**config.mk**
```make
export PLATFORM = sky130hd
export DESIGN_NAME = encoder_position_controller_unit
export DESIGN_NICKNAME = d
export VERILOG_FILES = /design/src/design/epc_pkg.sv /design/src/design/epc_quad.sv /design/src/design/epc_ctrl.sv /design/src/design/encoder_position_controller_unit.sv
export SDC_FILE = /design/constraint.sdc
export NUM_CORES = 1
export LEC_CHECK = 0
export ABC_CLOCK_PERIOD_IN_PS = 13700
export BUFFER_PORTS_ARGS = -buffer_cell sky130_fd_sc_hd__buf_2
export CAP_MARGIN = 20
export CORE_MARGIN = 2
export CORE_UTILIZATION = 65
export CTS_BUF_LIST = sky130_fd_sc_hd__clkbuf_4 sky130_fd_sc_hd__clkbuf_8
export DETAILED_ROUTE_END_ITERATION = 8
export PLACE_DENSITY = 0.9
export SETUP_SLACK_MARGIN = 0.4
export SLEW_MARGIN = 20
export SYNTH_ARGS = -nofsm -noshare
export SYNTH_HDL_FRONTEND = slang
export SYNTH_SLANG_ARGS = --single-unit
export TNS_END_PERCENT = 30
```
**constraint.sdc**
```tcl
create_clock -name clk -period 13.7 [get_ports clk]
set_input_delay 2.055 -clock clk [delete_from_list [all_inputs] [get_ports clk]]
set_output_delay 2.055 -clock clk [all_outputs]
set_load 0.1 [all_outputs]
```
**src/design/epc_pkg.sv**
```systemverilog
// shared types, codes and helper functions for the encoder position controller
package epc_pkg;

    localparam int COUNT_W = 32;
    localparam int TARGET_W = 31;
    localparam int MS_W = 17;
    localparam int TOL_W = 16;
    localparam int DUTY_W = 8;
    localparam int CFG_IDX_W = 3;
    localparam int CFG_DATA_W = 16;
    localparam int S_DATA_W = 40;
    localparam int S_USER_W = 2;
    localparam int M_DATA_W = 48;

    localparam logic [MS_W-1:0] MS_MAX = {MS_W{1'b1}};
    localparam logic DIR_INVERT = 1'b0;

    // operation codes
    localparam logic [1:0] OP_SAMPLE = 2'd0;
    localparam logic [1:0] OP_MOVE = 2'd1;
    localparam logic [1:0] OP_ZERO = 2'd2;
    localparam logic [1:0] OP_RELEASE = 2'd3;

    // bridge drive codes
    localparam logic [1:0] DRV_COAST = 2'd0;
    localparam logic [1:0] DRV_FWD = 2'd1;
    localparam logic [1:0] DRV_REV = 2'd2;
    localparam logic [1:0] DRV_BRAKE = 2'd3;

    // event codes
    localparam logic [1:0] EV_NONE = 2'd0;
    localparam logic [1:0] EV_REACHED = 2'd1;
    localparam logic [1:0] EV_TIMEOUT = 2'd2;
    localparam logic [1:0] EV_STUCK = 2'd3;

    // controller modes
    localparam logic [1:0] MODE_IDLE = 2'd0;
    localparam logic [1:0] MODE_MOVING = 2'd1;
    localparam logic [1:0] MODE_HOLDING = 2'd2;

    // config register indexes
    localparam logic [CFG_IDX_W-1:0] REG_POS_TOL = 3'd0;
    localparam logic [CFG_IDX_W-1:0] REG_SLOW_ZONE = 3'd1;
    localparam logic [CFG_IDX_W-1:0] REG_NORMAL_DUTY = 3'd2;
    localparam logic [CFG_IDX_W-1:0] REG_SLOW_DUTY = 3'd3;
    localparam logic [CFG_IDX_W-1:0] REG_HOLD_TOL = 3'd4;
    localparam logic [CFG_IDX_W-1:0] REG_HOLD_DUTY = 3'd5;
    localparam logic [CFG_IDX_W-1:0] REG_MOVE_TMO = 3'd6;
    localparam logic [CFG_IDX_W-1:0] REG_STUCK_TMO = 3'd7;

    // quadrature step codes
    localparam logic [1:0] STEP_NONE = 2'd0;
    localparam logic [1:0] STEP_UP = 2'd1;
    localparam logic [1:0] STEP_DOWN = 2'd2;

    typedef struct packed {
        logic [TOL_W-1:0]  position_tolerance;
        logic [TOL_W-1:0]  slow_zone;
        logic [DUTY_W-1:0] normal_duty;
        logic [DUTY_W-1:0] slow_duty;
        logic [TOL_W-1:0]  hold_tolerance;
        logic [DUTY_W-1:0] hold_duty;
        logic [TOL_W-1:0]  move_limit_ms;
        logic [TOL_W-1:0]  stuck_timeout_ms;
    } cfg_t;

    typedef struct packed {
        logic                holding;
        logic [COUNT_W-1:0]  count;
        logic [TARGET_W-1:0] target;
        logic                hold_pending;
        logic [MS_W-1:0]     elapsed;
        logic [MS_W-1:0]     unchanged;
        logic [COUNT_W-1:0]  last_abs;
    } ctrl_req_t;

    typedef struct packed {
        logic [1:0]         drive;
        logic [DUTY_W-1:0]  duty;
        logic [1:0]         event_res;
        logic [1:0]         mode;
        logic [MS_W-1:0]    unchanged;
        logic [COUNT_W-1:0] last_abs;
    } ctrl_resp_t;

    // previous phase in the upper two bits, new phase in the lower two
    function automatic logic [1:0] quad_step(input logic [3:0] sum);
        logic [1:0] step;
        if (sum inside {4'b1101, 4'b0100, 4'b0010, 4'b1011})
            step = STEP_UP;
        else if (sum inside {4'b1110, 4'b0111, 4'b0001, 4'b1000})
            step = STEP_DOWN;
        else
            step = STEP_NONE;
        return step;
    endfunction

    // magnitude of the count, most negative value maps to 2^31
    function automatic logic [COUNT_W-1:0] abs_count(input logic [COUNT_W-1:0] cnt);
        logic [COUNT_W-1:0] mag;
        mag = cnt[COUNT_W-1] ? (~cnt + {{(COUNT_W-1){1'b0}}, 1'b1}) : cnt;
        return mag;
    endfunction

endpackage

```
**src/design/epc_quad.sv**
```systemverilog
// quadrature phase decoder that steps the position count
module epc_quad
    import epc_pkg::*;
(
    input  logic [1:0]         phase_prev,
    input  logic               enc_a,
    input  logic               enc_b,
    input  logic [COUNT_W-1:0] count,
    output logic [COUNT_W-1:0] count_next
);

    logic [1:0] step;

    assign step = quad_step({phase_prev, enc_a, enc_b});

    always_comb
    begin
        case (step)
            STEP_UP:   count_next = count + {{(COUNT_W-1){1'b0}}, 1'b1};
            STEP_DOWN: count_next = count - {{(COUNT_W-1){1'b0}}, 1'b1};
            default:   count_next = count;
        endcase
    end

endmodule

```
**src/design/epc_ctrl.sv**
```systemverilog
// bang-bang move and hold decision for one request
module epc_ctrl
    import epc_pkg::*;
(
    input  cfg_t       cfg,
    input  ctrl_req_t  req,
    output ctrl_resp_t resp
);

    logic [COUNT_W-1:0] cur;
    logic [COUNT_W:0]   err;
    logic [COUNT_W-1:0] aerr;
    logic               err_pos;
    logic [1:0]         push_drv;
    logic               changed;
    logic [MS_W-1:0]    unch_eff;
    logic               reached;
    logic               timed_out;
    logic               stuck;
    logic               in_slow;
    logic               in_hold_tol;

    assign cur = abs_count(req.count);
    // target is below 2^31 and cur at most 2^31, so 33 bits hold the difference
    assign err = {2'b00, req.target} - {1'b0, cur};
    assign aerr = err[COUNT_W] ? (~err[COUNT_W-1:0] + {{(COUNT_W-1){1'b0}}, 1'b1})
                               : err[COUNT_W-1:0];
    assign err_pos = !err[COUNT_W] && (err != '0);
    assign push_drv = (err_pos ^ DIR_INVERT) ? DRV_FWD : DRV_REV;

    assign changed = cur != req.last_abs;
    assign unch_eff = changed ? '0 : req.unchanged;

    assign reached = aerr <= {{(COUNT_W-TOL_W){1'b0}}, cfg.position_tolerance};
    assign timed_out = req.elapsed > {{(MS_W-TOL_W){1'b0}}, cfg.move_limit_ms};
    assign stuck = unch_eff > {{(MS_W-TOL_W){1'b0}}, cfg.stuck_timeout_ms};
    assign in_slow = aerr <= {{(COUNT_W-TOL_W){1'b0}}, cfg.slow_zone};
    assign in_hold_tol = aerr <= {{(COUNT_W-TOL_W){1'b0}}, cfg.hold_tolerance};

    always_comb
    begin
        resp.unchanged = req.unchanged;
        resp.last_abs = req.last_abs;
        resp.event_res = EV_NONE;
        if (req.holding)
        begin
            resp.mode = MODE_HOLDING;
            if (in_hold_tol)
            begin
                resp.drive = DRV_BRAKE;
                resp.duty = '0;
            end
            else
            begin
                resp.drive = push_drv;
                resp.duty = cfg.hold_duty;
            end
        end
        else
        begin
            // stuck tracking only advances when the move got past the first two checks
            if (!reached && !timed_out)
            begin
                resp.unchanged = unch_eff;
                resp.last_abs = cur;
            end
            if (reached)
                resp.event_res = EV_REACHED;
            else if (timed_out)
                resp.event_res = EV_TIMEOUT;
            else if (stuck)
                resp.event_res = EV_STUCK;

            if (resp.event_res != EV_NONE)
            begin
                resp.duty = '0;
                resp.drive = req.hold_pending ? DRV_BRAKE : DRV_COAST;
                resp.mode = req.hold_pending ? MODE_HOLDING : MODE_IDLE;
            end
            else
            begin
                resp.drive = push_drv;
                resp.duty = in_slow ? cfg.slow_duty : cfg.normal_duty;
                resp.mode = MODE_MOVING;
            end
        end
    end

endmodule

```
**src/design/encoder_position_controller_unit.sv**
```systemverilog
// top level: encoder decoding, position controller state and stream stages
//
//  channel  | signals                         | contents
//  ---------+---------------------------------+----------------------------------------
//  s (in)   | s_tvalid s_tready s_tdata s_tuser | one sample, move, zero or release request
//  m (out)  | m_tvalid m_tready m_tdata       | drive, duty, event, mode, position
//  cfg      | cfg_we cfg_index cfg_data       | tuning register writes, no read-back
//
//  one request per cycle sustained while m_tready stays high; a request passes
//  through the input register and then the result register before its result
//  is valid on m.
//  the position and controller state update in the same cycle that moves a
//  request from the input register to the result register.
//  reset clears the controller state and valid flags and restores the register defaults; no sweep follows.
//  a stalled m side holds the result and both stages fill before s_tready drops.
module encoder_position_controller_unit
    import epc_pkg::*;
(
    input  logic                  clk,
    input  logic                  rst_n,
    input  logic                  s_tvalid,
    output logic                  s_tready,
    input  logic [S_DATA_W-1:0]   s_tdata,   // enc_a, enc_b, ms_strobe, target_ticks, hold_after
    input  logic [S_USER_W-1:0]   s_tuser,   // operation
    output logic                  m_tvalid,
    input  logic                  m_tready,
    output logic [M_DATA_W-1:0]   m_tdata,   // drive, duty, event_res, mode, position
    input  logic                  cfg_we,
    input  logic [CFG_IDX_W-1:0]  cfg_index,
    input  logic [CFG_DATA_W-1:0] cfg_data
);

    cfg_t cfg_reg;

    // input stage
    logic                in_valid_reg;
    logic [1:0]          op_reg;
    logic                enc_a_reg;
    logic                enc_b_reg;
    logic                strobe_reg;
    logic [TARGET_W-1:0] tgt_in_reg;
    logic                hold_in_reg;

    // controller state
    logic [COUNT_W-1:0]  count_reg, count_next;
    logic [1:0]          phase_reg, phase_next;
    logic [1:0]          mode_reg, mode_next;
    logic [TARGET_W-1:0] target_reg, target_next;
    logic                hold_reg, hold_next;
    logic [MS_W-1:0]     elapsed_reg, elapsed_next;
    logic [MS_W-1:0]     unch_reg, unch_next;
    logic [COUNT_W-1:0]  last_abs_reg, last_abs_next;

    // result stage
    logic                out_valid_reg;
    logic [1:0]          drive_reg, drive_next;
    logic [DUTY_W-1:0]   duty_reg, duty_next;
    logic [1:0]          event_reg, event_next;

    logic               advance;
    logic               fire;
    logic               is_move;
    logic [COUNT_W-1:0] count_dec;
    logic [MS_W-1:0]    elapsed_inc;
    logic [MS_W-1:0]    unch_inc;
    ctrl_req_t          req;
    ctrl_resp_t         resp;

    assign advance = !out_valid_reg || m_tready;
    assign fire = in_valid_reg && advance;
    assign s_tready = !in_valid_reg || advance;

    assign m_tvalid = out_valid_reg;
    assign m_tdata = {{(M_DATA_W-46){1'b0}}, count_reg, mode_reg, event_reg,
                      duty_reg, drive_reg};

    epc_quad u_quad (
        .phase_prev (phase_reg),
        .enc_a      (enc_a_reg),
        .enc_b      (enc_b_reg),
        .count      (count_reg),
        .count_next (count_dec)
    );

    assign is_move = op_reg == OP_MOVE;
    assign elapsed_inc = (strobe_reg && elapsed_reg != MS_MAX)
                       ? elapsed_reg + {{(MS_W-1){1'b0}}, 1'b1} : elapsed_reg;
    assign unch_inc = (strobe_reg && unch_reg != MS_MAX)
                    ? unch_reg + {{(MS_W-1){1'b0}}, 1'b1} : unch_reg;

    always_comb
    begin
        req.holding = (op_reg == OP_SAMPLE) && (mode_reg == MODE_HOLDING);
        req.count = is_move ? count_reg : count_dec;
        req.target = is_move ? tgt_in_reg : target_reg;
        req.hold_pending = is_move ? hold_in_reg : hold_reg;
        req.elapsed = is_move ? '0 : elapsed_inc;
        req.unchanged = is_move ? '0 : unch_inc;
        req.last_abs = is_move ? abs_count(count_reg) : last_abs_reg;
    end

    epc_ctrl u_ctrl (
        .cfg  (cfg_reg),
        .req  (req),
        .resp (resp)
    );

    always_comb
    begin
        count_next = count_reg;
        phase_next = phase_reg;
        mode_next = mode_reg;
        target_next = target_reg;
        hold_next = hold_reg;
        elapsed_next = elapsed_reg;
        unch_next = unch_reg;
        last_abs_next = last_abs_reg;
        drive_next = DRV_COAST;
        duty_next = '0;
        event_next = EV_NONE;
        case (op_reg)
            OP_SAMPLE:
            begin
                count_next = count_dec;
                phase_next = {enc_a_reg, enc_b_reg};
                if (mode_reg == MODE_MOVING)
                begin
                    elapsed_next = elapsed_inc;
                    unch_next = resp.unchanged;
                    last_abs_next = resp.last_abs;
                    mode_next = resp.mode;
                    drive_next = resp.drive;
                    duty_next = resp.duty;
                    event_next = resp.event_res;
                end
                else if (mode_reg == MODE_HOLDING)
                begin
                    drive_next = resp.drive;
                    duty_next = resp.duty;
                end
            end
            OP_MOVE:
            begin
                target_next = tgt_in_reg;
                hold_next = hold_in_reg;
                elapsed_next = '0;
                unch_next = resp.unchanged;
                last_abs_next = resp.last_abs;
                mode_next = resp.mode;
                drive_next = resp.drive;
                duty_next = resp.duty;
                event_next = resp.event_res;
            end
            OP_ZERO:
            begin
                mode_next = MODE_IDLE;
                count_next = '0;
                target_next = '0;
            end
            default:
            begin
                mode_next = MODE_IDLE;
            end
        endcase
    end

    // config writes
    always_ff @(posedge clk or negedge rst_n)
    begin
        if (!rst_n)
        begin
            cfg_reg.position_tolerance <= 16'd5;
            cfg_reg.slow_zone <= 16'd50;
            cfg_reg.normal_duty <= 8'd200;
            cfg_reg.slow_duty <= 8'd100;
            cfg_reg.hold_tolerance <= 16'd10;
            cfg_reg.hold_duty <= 8'd80;
            cfg_reg.move_limit_ms <= 16'd5000;
            cfg_reg.stuck_timeout_ms <= 16'd500;
        end
        else if (cfg_we)
        begin
            case (cfg_index)
                REG_POS_TOL:     cfg_reg.position_tolerance <= cfg_data;
                REG_SLOW_ZONE:   cfg_reg.slow_zone <= cfg_data;
                REG_NORMAL_DUTY: cfg_reg.normal_duty <= cfg_data[DUTY_W-1:0];
                REG_SLOW_DUTY:   cfg_reg.slow_duty <= cfg_data[DUTY_W-1:0];
                REG_HOLD_TOL:    cfg_reg.hold_tolerance <= cfg_data;
                REG_HOLD_DUTY:   cfg_reg.hold_duty <= cfg_data[DUTY_W-1:0];
                REG_MOVE_TMO:    cfg_reg.move_limit_ms <= cfg_data;
                REG_STUCK_TMO:   cfg_reg.stuck_timeout_ms <= cfg_data;
                default:         cfg_reg.stuck_timeout_ms <= cfg_reg.stuck_timeout_ms;
            endcase
        end
    end

    // input stage
    always_ff @(posedge clk or negedge rst_n)
    begin
        if (!rst_n)
            in_valid_reg <= 1'b0;
        else if (s_tvalid && s_tready)
            in_valid_reg <= 1'b1;
        else if (advance)
            in_valid_reg <= 1'b0;
    end

    always_ff @(posedge clk)
    begin
        if (s_tvalid && s_tready)
        begin
            op_reg <= s_tuser;
            enc_a_reg <= s_tdata[0];
            enc_b_reg <= s_tdata[1];
            strobe_reg <= s_tdata[2];
            tgt_in_reg <= s_tdata[33:3];
            hold_in_reg <= s_tdata[34];
        end
    end

    // controller state and result stage
    always_ff @(posedge clk or negedge rst_n)
    begin
        if (!rst_n)
        begin
            count_reg <= '0;
            phase_reg <= '0;
            mode_reg <= MODE_IDLE;
            target_reg <= '0;
            hold_reg <= 1'b0;
            elapsed_reg <= '0;
            unch_reg <= '0;
            last_abs_reg <= '0;
            out_valid_reg <= 1'b0;
        end
        else if (fire)
        begin
            count_reg <= count_next;
            phase_reg <= phase_next;
            mode_reg <= mode_next;
            target_reg <= target_next;
            hold_reg <= hold_next;
            elapsed_reg <= elapsed_next;
            unch_reg <= unch_next;
            last_abs_reg <= last_abs_next;
            out_valid_reg <= 1'b1;
        end
        else if (m_tready)
        begin
            out_valid_reg <= 1'b0;
        end
    end

    always_ff @(posedge clk)
    begin
        if (fire)
        begin
            drive_reg <= drive_next;
            duty_reg <= duty_next;
            event_reg <= event_next;
        end
    end

endmodule

```
# Yosys cells after proc, flatten, opt, wreduce, memory -nomap -nowiden
# Cells that the tools add are included.
# totals
regBits	289
inputBits	66
output_inout_bits	50
# op_classes
addsub	8
magnitude_cmp	5
n_eq_ne	25
mux	53
bitwise_logic	3
n_reduce_logical	38
# ops
cell	count
32-bit two-way mux	6
32-bit one-hot mux with 2 select lines	3
32-bit by 1-bit adder with 32-bit output, second input constant	4
17-bit two-way mux	7
49-bit two-way mux	2
32-bit by 16-bit <= comparator with 1-bit output	3
32-bit inverter	3
17-bit one-hot mux with 2 select lines	2
31-bit one-hot mux with 2 select lines	1
17-bit by 1-bit adder with 17-bit output, second input constant	2
17-bit by 16-bit greater-than comparator with 1-bit output	2
17-bit != test, second input constant	2
33-bit nonzero test	1
31-bit by 32-bit subtractor with 33-bit output	1
2-bit two-way mux	16
32-bit != test	1
32-bit by 1-bit subtractor with 32-bit output, second input constant	1
31-bit two-way mux	1
10-bit two-way mux	3
8-bit two-way mux	3
2-bit AND reduction	12
4-bit == test, second input constant	4
8-bit one-hot mux with 2 select lines	1
3-bit == test, second input constant	4
18 further kinds	47

# Logic depth before layout (Yosys ltp)
# Gate-level depths: netlist of run 1.
# depth
depth_word	23
depth_mapped	53
depth_no_buf	44

# By module
# From an unflattened synthesis of run 1, not the netlist that was laid out.
# hier_totals
hier_cells	2417
hier_area_um2	22988.3
# by_module_without_submodules
mod	instances	cells_each	area_per_inst_um2	seq_area_each_um2
encoder_position_controller_unit	1	1099	13504.2	7509.7
epc_ctrl	1	1024	7429.6	0.0
epc_quad	1	294	2054.5	0.0

# Least setup slack after synthesis of run 1
# No wires, ideal clock.
# synth_path
path_kind	register to register
start	register enc_a_reg
end	register duty_reg[0] (data pin)
setup_time_ns	0.264
arrival_ns	11.258
setup_slack_ns	2.178
stages_incl_launch_ff	48
n_path_buf	7
period_less_slack_ns	11.522
cell_sequence	edfxtp_1 -> xor2_2 -> nor2_1 -> ha_1 -> clkbuf_1 -> a21oi_1 -> o221ai_1 -> a21oi_1 -> nor3_1 -> o21ai_0 -> and3_1 -> clkbuf_1 -> buf_1 -> mux2i_1 -> fa_1 -> a211o_1 -> a21boi_1 -> o311ai_0 -> [12 not listed] -> o31ai_1 -> xnor2_1 -> ha_1 -> a21oi_1 -> nor2b_1 -> o21ai_0 -> nand2b_1 -> a21oi_1 -> nor2b_1 -> o21ai_0 -> nand2b_1 -> a21oi_1 -> a22o_1 -> o211ai_1 -> o21ai_1 -> or2_2 -> clkbuf_1 -> o21ai_1
# synth_via
elab_chain_len	23
elab_cells_between_ends	41
# synth_rtl
element	line	source
from (decl)	encoder_position_controller_unit.sv:38	logic enc_a_reg;
from (signal assigned)	encoder_position_controller_unit.sv:213	enc_a_reg <= s_tdata[0];
4-bit == test, or another cell as far along	epc_pkg.sv:91	else if (sum inside {4'b1110, 4'b0111, 4'b0001, 4'b1000})
4-bit nonzero test	epc_pkg.sv:91	
2-bit two-way mux	epc_pkg.sv:91	
2-bit two-way mux (*)	epc_pkg.sv:89	if (sum inside {4'b1101, 4'b0100, 4'b0010, 4'b1011})
2-bit == test or 2-bit by 1-bit == test with 1-bit output (tied branches)	epc_quad.sv:18	case (step)
32-bit one-hot mux with 2 select lines (*)	epc_quad.sv:18	
32-bit two-way mux (*)	encoder_position_controller_unit.sv:94	req.count = is_move ? count_reg : count_dec;
32-bit inverter	epc_pkg.sv:101	mag = cnt[COUNT_W-1] ? (~cnt + {{(COUNT_W-1){1'b0}}, 1'b1}) : cnt;
[8 not listed]	--	
2-bit two-way mux	epc_ctrl.sv:45	if (req.holding)
2-bit nonzero test	epc_ctrl.sv:74	if (resp.event_res != EV_NONE)
10-bit two-way mux	epc_ctrl.sv:74	
10-bit two-way mux (*)	epc_ctrl.sv:45	
8-bit two-way mux	encoder_position_controller_unit.sv:136	else if (mode_reg == MODE_HOLDING)
8-bit two-way mux	encoder_position_controller_unit.sv:126	if (mode_reg == MODE_MOVING)
8-bit one-hot mux with 2 select lines (*)	encoder_position_controller_unit.sv:121	case (op_reg)
via duty_next[0]	encoder_position_controller_unit.sv:57	logic [DUTY_W-1:0] duty_reg, duty_next;
to (signal assigned)	encoder_position_controller_unit.sv:259	duty_reg <= duty_next;
to (decl)	encoder_position_controller_unit.sv:57	
# Mark *: on every way through the listed nets, which the timed path passes. The rest lies on a longest branch. The select of a mux whose other input is x is not followed.
# A chain may end at the register's enable or synchronous reset.

# Worst setup path in the final report of run 1
# layout_path
start	register enc_b_reg
end	register last_abs_reg[27]
# layout_via
elab_chain_len	21
elab_cells_between_ends	30
# layout_rtl
element	line	source
from (decl)	encoder_position_controller_unit.sv:39	logic enc_b_reg;
from (signal assigned)	encoder_position_controller_unit.sv:214	enc_b_reg <= s_tdata[1];
4-bit == test, or another cell as far along	epc_pkg.sv:91	
4-bit nonzero test	epc_pkg.sv:91	
2-bit two-way mux	epc_pkg.sv:91	
2-bit two-way mux (*)	epc_pkg.sv:89	
2-bit == test or 2-bit by 1-bit == test with 1-bit output (tied branches)	epc_quad.sv:18	
32-bit one-hot mux with 2 select lines (*)	epc_quad.sv:18	
32-bit two-way mux (*)	encoder_position_controller_unit.sv:94	
32-bit inverter	epc_pkg.sv:101	
[5 not listed]	--	
32-bit two-way mux	epc_ctrl.sv:26	assign aerr = err[COUNT_W] ? (~err[COUNT_W-1:0] + {{(COUNT_W-1){1'b0}}, 1'b1})
32-bit by 16-bit <= comparator with 1-bit output	epc_ctrl.sv:34	assign reached = aerr <= {{(COUNT_W-TOL_W){1'b0}}, cfg.position_tolerance};
1-bit zero test	epc_ctrl.sv:62	if (!reached && !timed_out)
1-bit logical AND	epc_ctrl.sv:62	
49-bit two-way mux (*)	epc_ctrl.sv:62	
49-bit two-way mux (*)	epc_ctrl.sv:45	
32-bit two-way mux	encoder_position_controller_unit.sv:126	
32-bit one-hot mux with 2 select lines (*)	encoder_position_controller_unit.sv:121	
to (signal assigned)	encoder_position_controller_unit.sv:245	last_abs_reg <= last_abs_next;
to (decl)	encoder_position_controller_unit.sv:52	logic [COUNT_W-1:0] last_abs_reg, last_abs_next;
# Mark *: on every way between the ends. The rest lies on a longest branch, timed or not. The select of a mux whose other input is x is not followed.

==> results.md, run 1 <==
* Leading post-synthesis cells by instance count: 289 x sky130_fd_sc_hd__nand2_1, 214 x sky130_fd_sc_hd__dfrtp_1, 186 x sky130_fd_sc_hd__o21ai_0
* Final worst path period need at ~12 ns
* Number of hold-slack violations in the final timing report at 0
* Critical path fanouts, max at 35
* Dominant synthesized flop cell: sky130_fd_sc_hd__dfrtp_1
* Final count of negative-setup-slack endpoints at 0
* Setup total negative slack at 0 ns
* CTS H-Tree Depth at 2
* All-Layer GR Usage at between 30% and 40%
* Filler Cells Inserted at 2430
* Library cell with the highest instance count after synthesis: sky130_fd_sc_hd__nand2_1
* TritonCTS buffer count at 49
* Share of layout cells above drive strength 1 at 15.7%
* Max_slew headroom at 26.7%
* Warnings, synthesis at 0
* Initial detailed-routing violation count at 2198
* Wire length of the first global-routing pass at 99.9 mm
* Initial DRT Pass Iterations at 5
* Initial cell density of the core at 66.2%
* Drt wl/cell at 20.2 um
* Clock edge transition at the registers on the reported setup and hold paths at 0.06 ns
* IO Pins at roughly 120
* Synth area leaders: sky130_fd_sc_hd__dfrtp_1 24%, sky130_fd_sc_hd__ha_1 8.1%, sky130_fd_sc_hd__edfxtp_1 6.6%
* Chip Width at 189 um
* Depth of the most critical reg-to-reg path at 46
* Setup repair after global routing missed its margin: false
* Number of buffers and inverters on the critical path at 4
* Estimated wirelength of the detail-placed design at 45.3 mm
* Root Driver: sky130_fd_sc_hd__clkbuf_8
* Pin count of the biggest net entering global routing at 113
* Worst hold path depth at 2
* Worst Skew at 0.0330 ns
* Clock Path Buffers at 3
* Worst Setup Start Kind: register
* Initial antenna violation count at 0
* PostCTS Resize Cnt at 0
* Remaining Overflow, GRT at 0
* Library cell occupying the most area in the post-synthesis netlist: sky130_fd_sc_hd__dfrtp_1
* Synth Instances at 2538
* Layout Area Growth over Synthesis at 8.89%
* Number of hold buffers added after cts at 0
* Gpl congestion at around 0.95
* Async set-or-reset flop fraction in the synthesized netlist at 83.0%
* Outcome: finished, final reports clean
* Die ar. at 35800 um^2
* Signal arrival time at the worst endpoint at 12.96 ns
* Final net count at 2807
* Final Hold Slack at 0.479 ns
* Share of the synthesized area in the top cell type at a little under a quarter
* CP required at 14.19 ns
* Avg Cell Area, Syn at 8.80 um^2
* Synthesized flop and latch total at 289
* Register area share after synthesis at 33.6%
* Number of slew-limit violations in the final report at 0
* Number of global-route vias before repair at 19800
* Critical setup path kind: reg -> reg
* Fraction of the cycle the final worst path needs at roughly 91%
* Largest register FFs at about 100
* Placeable core region at about 34000 um^2
* Worst-skew pair later-pin latency at a little over 0.6 ns
* Number of unique standard cell types used by synthesis at 97
* Placement Rows at 67
* Setup WS pre-CTS at 1.34 ns
* Mapped cell area at between 20000 and 25000 um^2
* Remaining routing DRC violations at 0
* Worst path depth at 46
* Peak Freq at about 80 MHz
* Least-Margin Pin Slew at 1.09 ns
* Cell repeated most along the worst path: sky130_fd_sc_hd__o21ai_0
* Diodes inserted at 0
* Port Buffer Count at 108
* Capturing element type of the critical path: register
* Antenna Violating Nets Remaining at 0
* Drt via density at between 6 and 7
* Final Worst Setup Slack at 1.24 ns
* Vertical die dimension at 189 um
* Min-Delay Path Class: reg -> reg
* Clock tree sinks at 289
* Final routed wirelength across all metal layers at 62.3 mm
* Longest individual stage delay on the worst path at 0.62 ns
* MaxCap Viol Count at 0
* EDFF count, synth at 49
* Number of buffers added for setup after CTS at 0
* TritonCTS clock tree: yes
* Slowest cell on crit path: sky130_fd_sc_hd__o21ai_4
* Dominant delay contributor by cell family on the critical path: compound AO/OA/AOI/OAI gates
* Routed via count at 20200
==> layer usage <==
metal / routed length (um) / part of all wire, % / vias to the layer above / GRT usage (%)
li1: - / - / 9316 / -
met1: 25000 / 40 / 9683 / 44.0
met2: 29300 / 47 / 962 / 56.6
met3: 4880 / 7.8 / 218 / 5.36
met4: 3110 / 5.0 / 0 / 17.3
met5: 0 / 0 / - / 0
==> placed cells by master, fill, tap and decap left out, drive strengths merged, types with 91 or more instances in the layout <==
cell / count
mux2: 108
inv: 130
xnor2: 91
a21oi: 150
nand2: 289
o21ai: 206
nor2: 136
dfrtp: 214
ha: 145
buf: 131
==> cell type report <==
type                       instances  area [um^2]  share of cell area, %
clock buffer                      74          900                   3.70
tap                              448          561                   2.31
sequential                       289         7510                   30.9
clock inverter                    18          216                  0.890
inverter                         128          480                   1.98
timing repair buffer             131          743                   3.06
multi-input combinational       1995        13900                   57.2
==> metrics by stage <==
stage               utilization [%]  cells  cell area [um^2]
floorplan                         -   2539             22300
global placement               68.7   2989             23200
detailed placement             68.7   2989             23200
CTS                            72.0   3081             24300
global route                   72.1   3083             24300
finish                         72.1   3083             24300
==> path summary, 6_finish.rpt <==
path	start	endpoint	slack [ns]
setup / recovery	enc_b_reg$_DFFE_PP_	last_abs_reg[27]$_DFFE_PN0P_	1.24
hold / removal	target_reg[4]$_DFFE_PN0P_	target_reg[4]$_DFFE_PN0P_	0.48
setup reg to reg	enc_b_reg$_DFFE_PP_	last_abs_reg[27]$_DFFE_PN0P_	1.24
hold reg to reg	target_reg[4]$_DFFE_PN0P_	target_reg[4]$_DFFE_PN0P_	0.48
max in group asynchronous	rst_n	target_reg[14]$_DFFE_PN0P_	10.15
min in group asynchronous	rst_n	cfg_reg[33]$_DFFE_PN0P_	1.48
==> logic make-up (layout without fill, tap and decap cells) <==
logic type	Yosys count	in the layout	share of synthesized area, %
muxes	150	150	7.33
DFF	289	289	33.6
other	1	2	0.0168
and+or+nand+nor	836	836	18.9
buffers and inverters	256	351	4.46
adders and majority gates	148	148	8.36
xor gates and xnor gates	181	181	7.39
AOI/OAI and AO/OA	677	678	19.9
==> worst reg2reg max path, delay by kind of cell, from the launching register on <==
| kind | cells | cell delay (ns) |
|---|---|---|
| AO/OA/AOI/OAI | 22 | 6.42 |
| AND/OR/NAND/NOR | 13 | 1.90 |
| adder cells (fa/ha/maj) | 4 | 1.66 |
| buffers and inverters | 4 | 0.94 |
| multiplexers | 1 | 0.54 |
| XOR/XNOR | 2 | 0.46 |
| flip-flops | 1 | 0.44 |
Power of run 1 is left out: the tool's default activity adds up to more than one toggle a clock period on the data nets, which glitch-free logic cannot reach.
==> run 2, diff against run 1 <==
--- a/config.mk
+++ b/config.mk
@@ -5,9 +5,11 @@
 export SDC_FILE = /design/constraint.sdc
 export NUM_CORES = 1
 export LEC_CHECK = 0
+export ABC_AREA = 1
 export ABC_CLOCK_PERIOD_IN_PS = 13700
 export BUFFER_PORTS_ARGS = -buffer_cell sky130_fd_sc_hd__buf_2
 export CAP_MARGIN = 20
+export CORE_ASPECT_RATIO = 1.4
 export CORE_MARGIN = 2
 export CORE_UTILIZATION = 65
 export CTS_BUF_LIST = sky130_fd_sc_hd__clkbuf_4 sky130_fd_sc_hd__clkbuf_8
==> run 2 against run 1 <==
Net effect:
- die area increased by 2.3%
- synthesized cell count grew 31%
- routed wire length up 6.1%
- critical endpoint is now unch_reg[5]$_DFFE_PN0P_
- non-clock buffer count fell by 9
- hold slack better by 0.0097 ns
- highest routed layer unchanged
==> results.md, run 2 <==
* Outcome: finished, final reports clean
* Warnings, synthesis at 0
* Register-to-register setup slack at 2.89 ns
* Most used cells in the layout excluding fill and tap cells: 968 x sky130_fd_sc_hd__nand2_1, 454 x sky130_fd_sc_hd__inv_1, 291 x sky130_fd_sc_hd__o21ai_0, 274 x sky130_fd_sc_hd__nand3_1, 214 x sky130_fd_sc_hd__dfrtp_1
* TritonCTS clock tree: yes
* Number of hold-slack violations in the final timing report at 0
* Final routed wirelength across all metal layers at 66.2 mm
* Worst Setup Start Kind: register
* Antenna Violating Nets Remaining at 0
* Gpl congestion at around 0.92
* Port Buffer Count at 108
* Placement Rows at 81
* Critical setup path kind: reg -> reg
* Drt via density at around 5.9
* Wire length of the first global-routing pass at 107 mm
* Signal arrival time at the worst endpoint at 11.26 ns
* Final Hold Slack at around 0.49 ns
* Dominant synthesized flop cell: sky130_fd_sc_hd__dfrtp_1
* Number of global-route vias before repair at 22600
* Final worst path period need at 10.81 ns
* Drt wl/cell at 17.0 um
* Library cell with the highest instance count after synthesis: sky130_fd_sc_hd__nand2_1
* EDFF count, synth at 49
* Avg Cell Area, Syn at 6.86 um^2
* Async set-or-reset flop fraction in the synthesized netlist at 83.0%
* All-Layer GR Usage at 36.1%
* Die ar. at roughly 37000 um^2
* Chip Width at approximately 160 um
* Number of buffers added for setup after CTS at 0
* Initial detailed-routing violation count at 1892
* Worst-skew pair later-pin latency at approximately 0.6 ns
* Leading post-synthesis cells by instance count: 968 x sky130_fd_sc_hd__nand2_1, 455 x sky130_fd_sc_hd__inv_1, 291 x sky130_fd_sc_hd__o21ai_0
* Share of layout cells above drive strength 1 at 10.8%
* Vertical die dimension at roughly 230 um
* Cell repeated most along the worst path: sky130_fd_sc_hd__nand2_1
* PostCTS Resize Cnt at 0
* Initial DRT Pass Iterations at 6
* CTS H-Tree Depth at 2
* Clock edge transition at the registers on the reported setup and hold paths at 0.07 ns
* Longest individual stage delay on the worst path at between 0.7 and 0.8 ns
* Initial cell density of the core at 65.7%
* Initial antenna violation count at 1
* Synthesized flop and latch total at 289
* Worst Skew at between 0.03 and 0.04 ns
* IO Pins at ~120
* Most common cell after layout, fill and taps aside: sky130_fd_sc_hd__nand2_1
* Setup total negative slack at 0 ns
* CP required at 14.15 ns
* MaxCap Viol Count at 0
* Pin count of the biggest net entering global routing at 93
* Root Driver: sky130_fd_sc_hd__clkbuf_8
* Remaining routing DRC violations at 0
* Remaining Overflow, GRT at 0
* Number of slew-limit violations in the final report at 0
* Estimated wirelength of the detail-placed design at 49.9 mm
* Largest register FFs at between 100 and 150
* Setup WS pre-CTS at 3.18 ns
* Clock Path Buffers at 3
* Capturing element type of the critical path: register
* Final Worst Setup Slack at 2.89 ns
* Library cell occupying the most area in the post-synthesis netlist: sky130_fd_sc_hd__dfrtp_1
* Max_slew headroom at approximately 27%
* Filler Cells Inserted at 2820
* Layout Area Growth over Synthesis at 7.86%
* TritonCTS buffer count at between 40 and 50
* Clock tree sinks at 289
* Register area share after synthesis at 32.9%
* Critical path fanouts, max at 33
* Least-Margin Pin Slew at 1.09 ns
* Min-Delay Path Class: reg -> reg
* Routed via count at 22800
* Final count of negative-setup-slack endpoints at 0
* Placeable core region at 34800 um^2
* Synth Instances at 3329
* Number of unique standard cell types used by synthesis at 60
* Slowest cell on crit path: sky130_fd_sc_hd__o21ai_0
* Peak Freq at 92.5 MHz
* Mapped cell area at around 23000 um^2
* Final net count at 3610
* Synth area leaders: sky130_fd_sc_hd__dfrtp_1 23%, sky130_fd_sc_hd__nand2_1 16%, sky130_fd_sc_hd__ha_1 7.9%
* Setup repair after global routing missed its margin: false
* Share of the synthesized area in the top cell type at 23.4%
* Fraction of the cycle the final worst path needs at between 70% and 80%
* Number of hold buffers added after cts at 0
## run 2: cell count changes in the layout (fill, tap and decap cells not counted), moves of 34 or more
cell                       delta
sky130_fd_sc_hd__nor2_1      +75
sky130_fd_sc_hd__o21ai_0    +106
sky130_fd_sc_hd__mux2_2     -106
sky130_fd_sc_hd__o31ai_1     -34
sky130_fd_sc_hd__nand2b_1    -61
sky130_fd_sc_hd__xnor2_1     -67
sky130_fd_sc_hd__inv_1      +327
sky130_fd_sc_hd__nand2_1    +680
sky130_fd_sc_hd__nand2_2     +52
sky130_fd_sc_hd__nand3_1    +233
## run 2: critical path, delay by kind of cell (launching register included)
family | cells | cell delay, ns
and+or+nand+nor | 36 | 4.45
DFF | 1 | 0.43
xor gates and xnor gates | 1 | 0.37
AOI/OAI and AO/OA | 10 | 2.65
buffers and inverters | 8 | 1.69
adders and majority gates | 3 | 1.04
## run 2: logic make-up (layout without fill, tap and decap cells)
| kind of cell | count (synthesis) | after routing | synth area share, % |
|---|---|---|---|
| muxes | 13 | 13 | 0.575 |
| adders and majority gates | 147 | 147 | 8.12 |
| other | 1 | 5 | 0.0164 |
| buffers and inverters | 570 | 672 | 9.98 |
| DFF | 289 | 289 | 32.9 |
| AOI/OAI and AO/OA | 497 | 497 | 11.6 |
| and+or+nand+nor | 1712 | 1712 | 33.0 |
| xor gates and xnor gates | 100 | 100 | 3.83 |
## run 2: worst paths after layout
kind	cells after the start	end	startpoint
max in group asynchronous	2	last_abs_reg[10]$_DFFE_PN0P_	rst_n
setup / recovery	58	unch_reg[5]$_DFFE_PN0P_	enc_b_reg$_DFFE_PP_
min in group asynchronous	1	cfg_reg[42]$_DFFE_PN0P_	rst_n
hold / removal	2	cfg_reg[92]$_DFFE_PN0P_	cfg_reg[92]$_DFFE_PN0P_
hold reg to reg	2	cfg_reg[92]$_DFFE_PN0P_	cfg_reg[92]$_DFFE_PN0P_
setup reg to reg	58	unch_reg[5]$_DFFE_PN0P_	enc_b_reg$_DFFE_PP_
## run 2: layout make-up
type / count / area (um^2) / area share [%]
Multi-Input combinational cell: 2471 / 13100 / 53.2
Sequential cell: 289 / 7510 / 30.5
Inverter: 469 / 1770 / 7.19
Clock buffer: 62 / 778 / 3.16
Timing Repair Buffer: 122 / 659 / 2.68
Tap cell: 456 / 571 / 2.32
Clock inverter: 19 / 244 / 0.990
Antenna cell: 3 / 7.51 / 0.0305
## run 2: stage by stage
stage	cells	instance area, um^2	utilization (%)
finish	3891	24600	70.9
floorplan	3330	22800	-
CTS	3888	24600	70.8
global placement	3807	23600	67.9
global route	3889	24600	70.9
detailed placement	3807	23600	67.9
## run 2: layer usage
metal | vias to the layer above | wire length [um] | track usage, %
met5 | - | 0 | 0
met4 | 0 | 4750 | 24.8
met3 | 305 | 4200 | 4.43
met2 | 1006 | 33100 | 65.3
met1 | 10500 | 24100 | 39.0
li1 | 10900 | - | -
Power of run 2 is left out for the same reason.
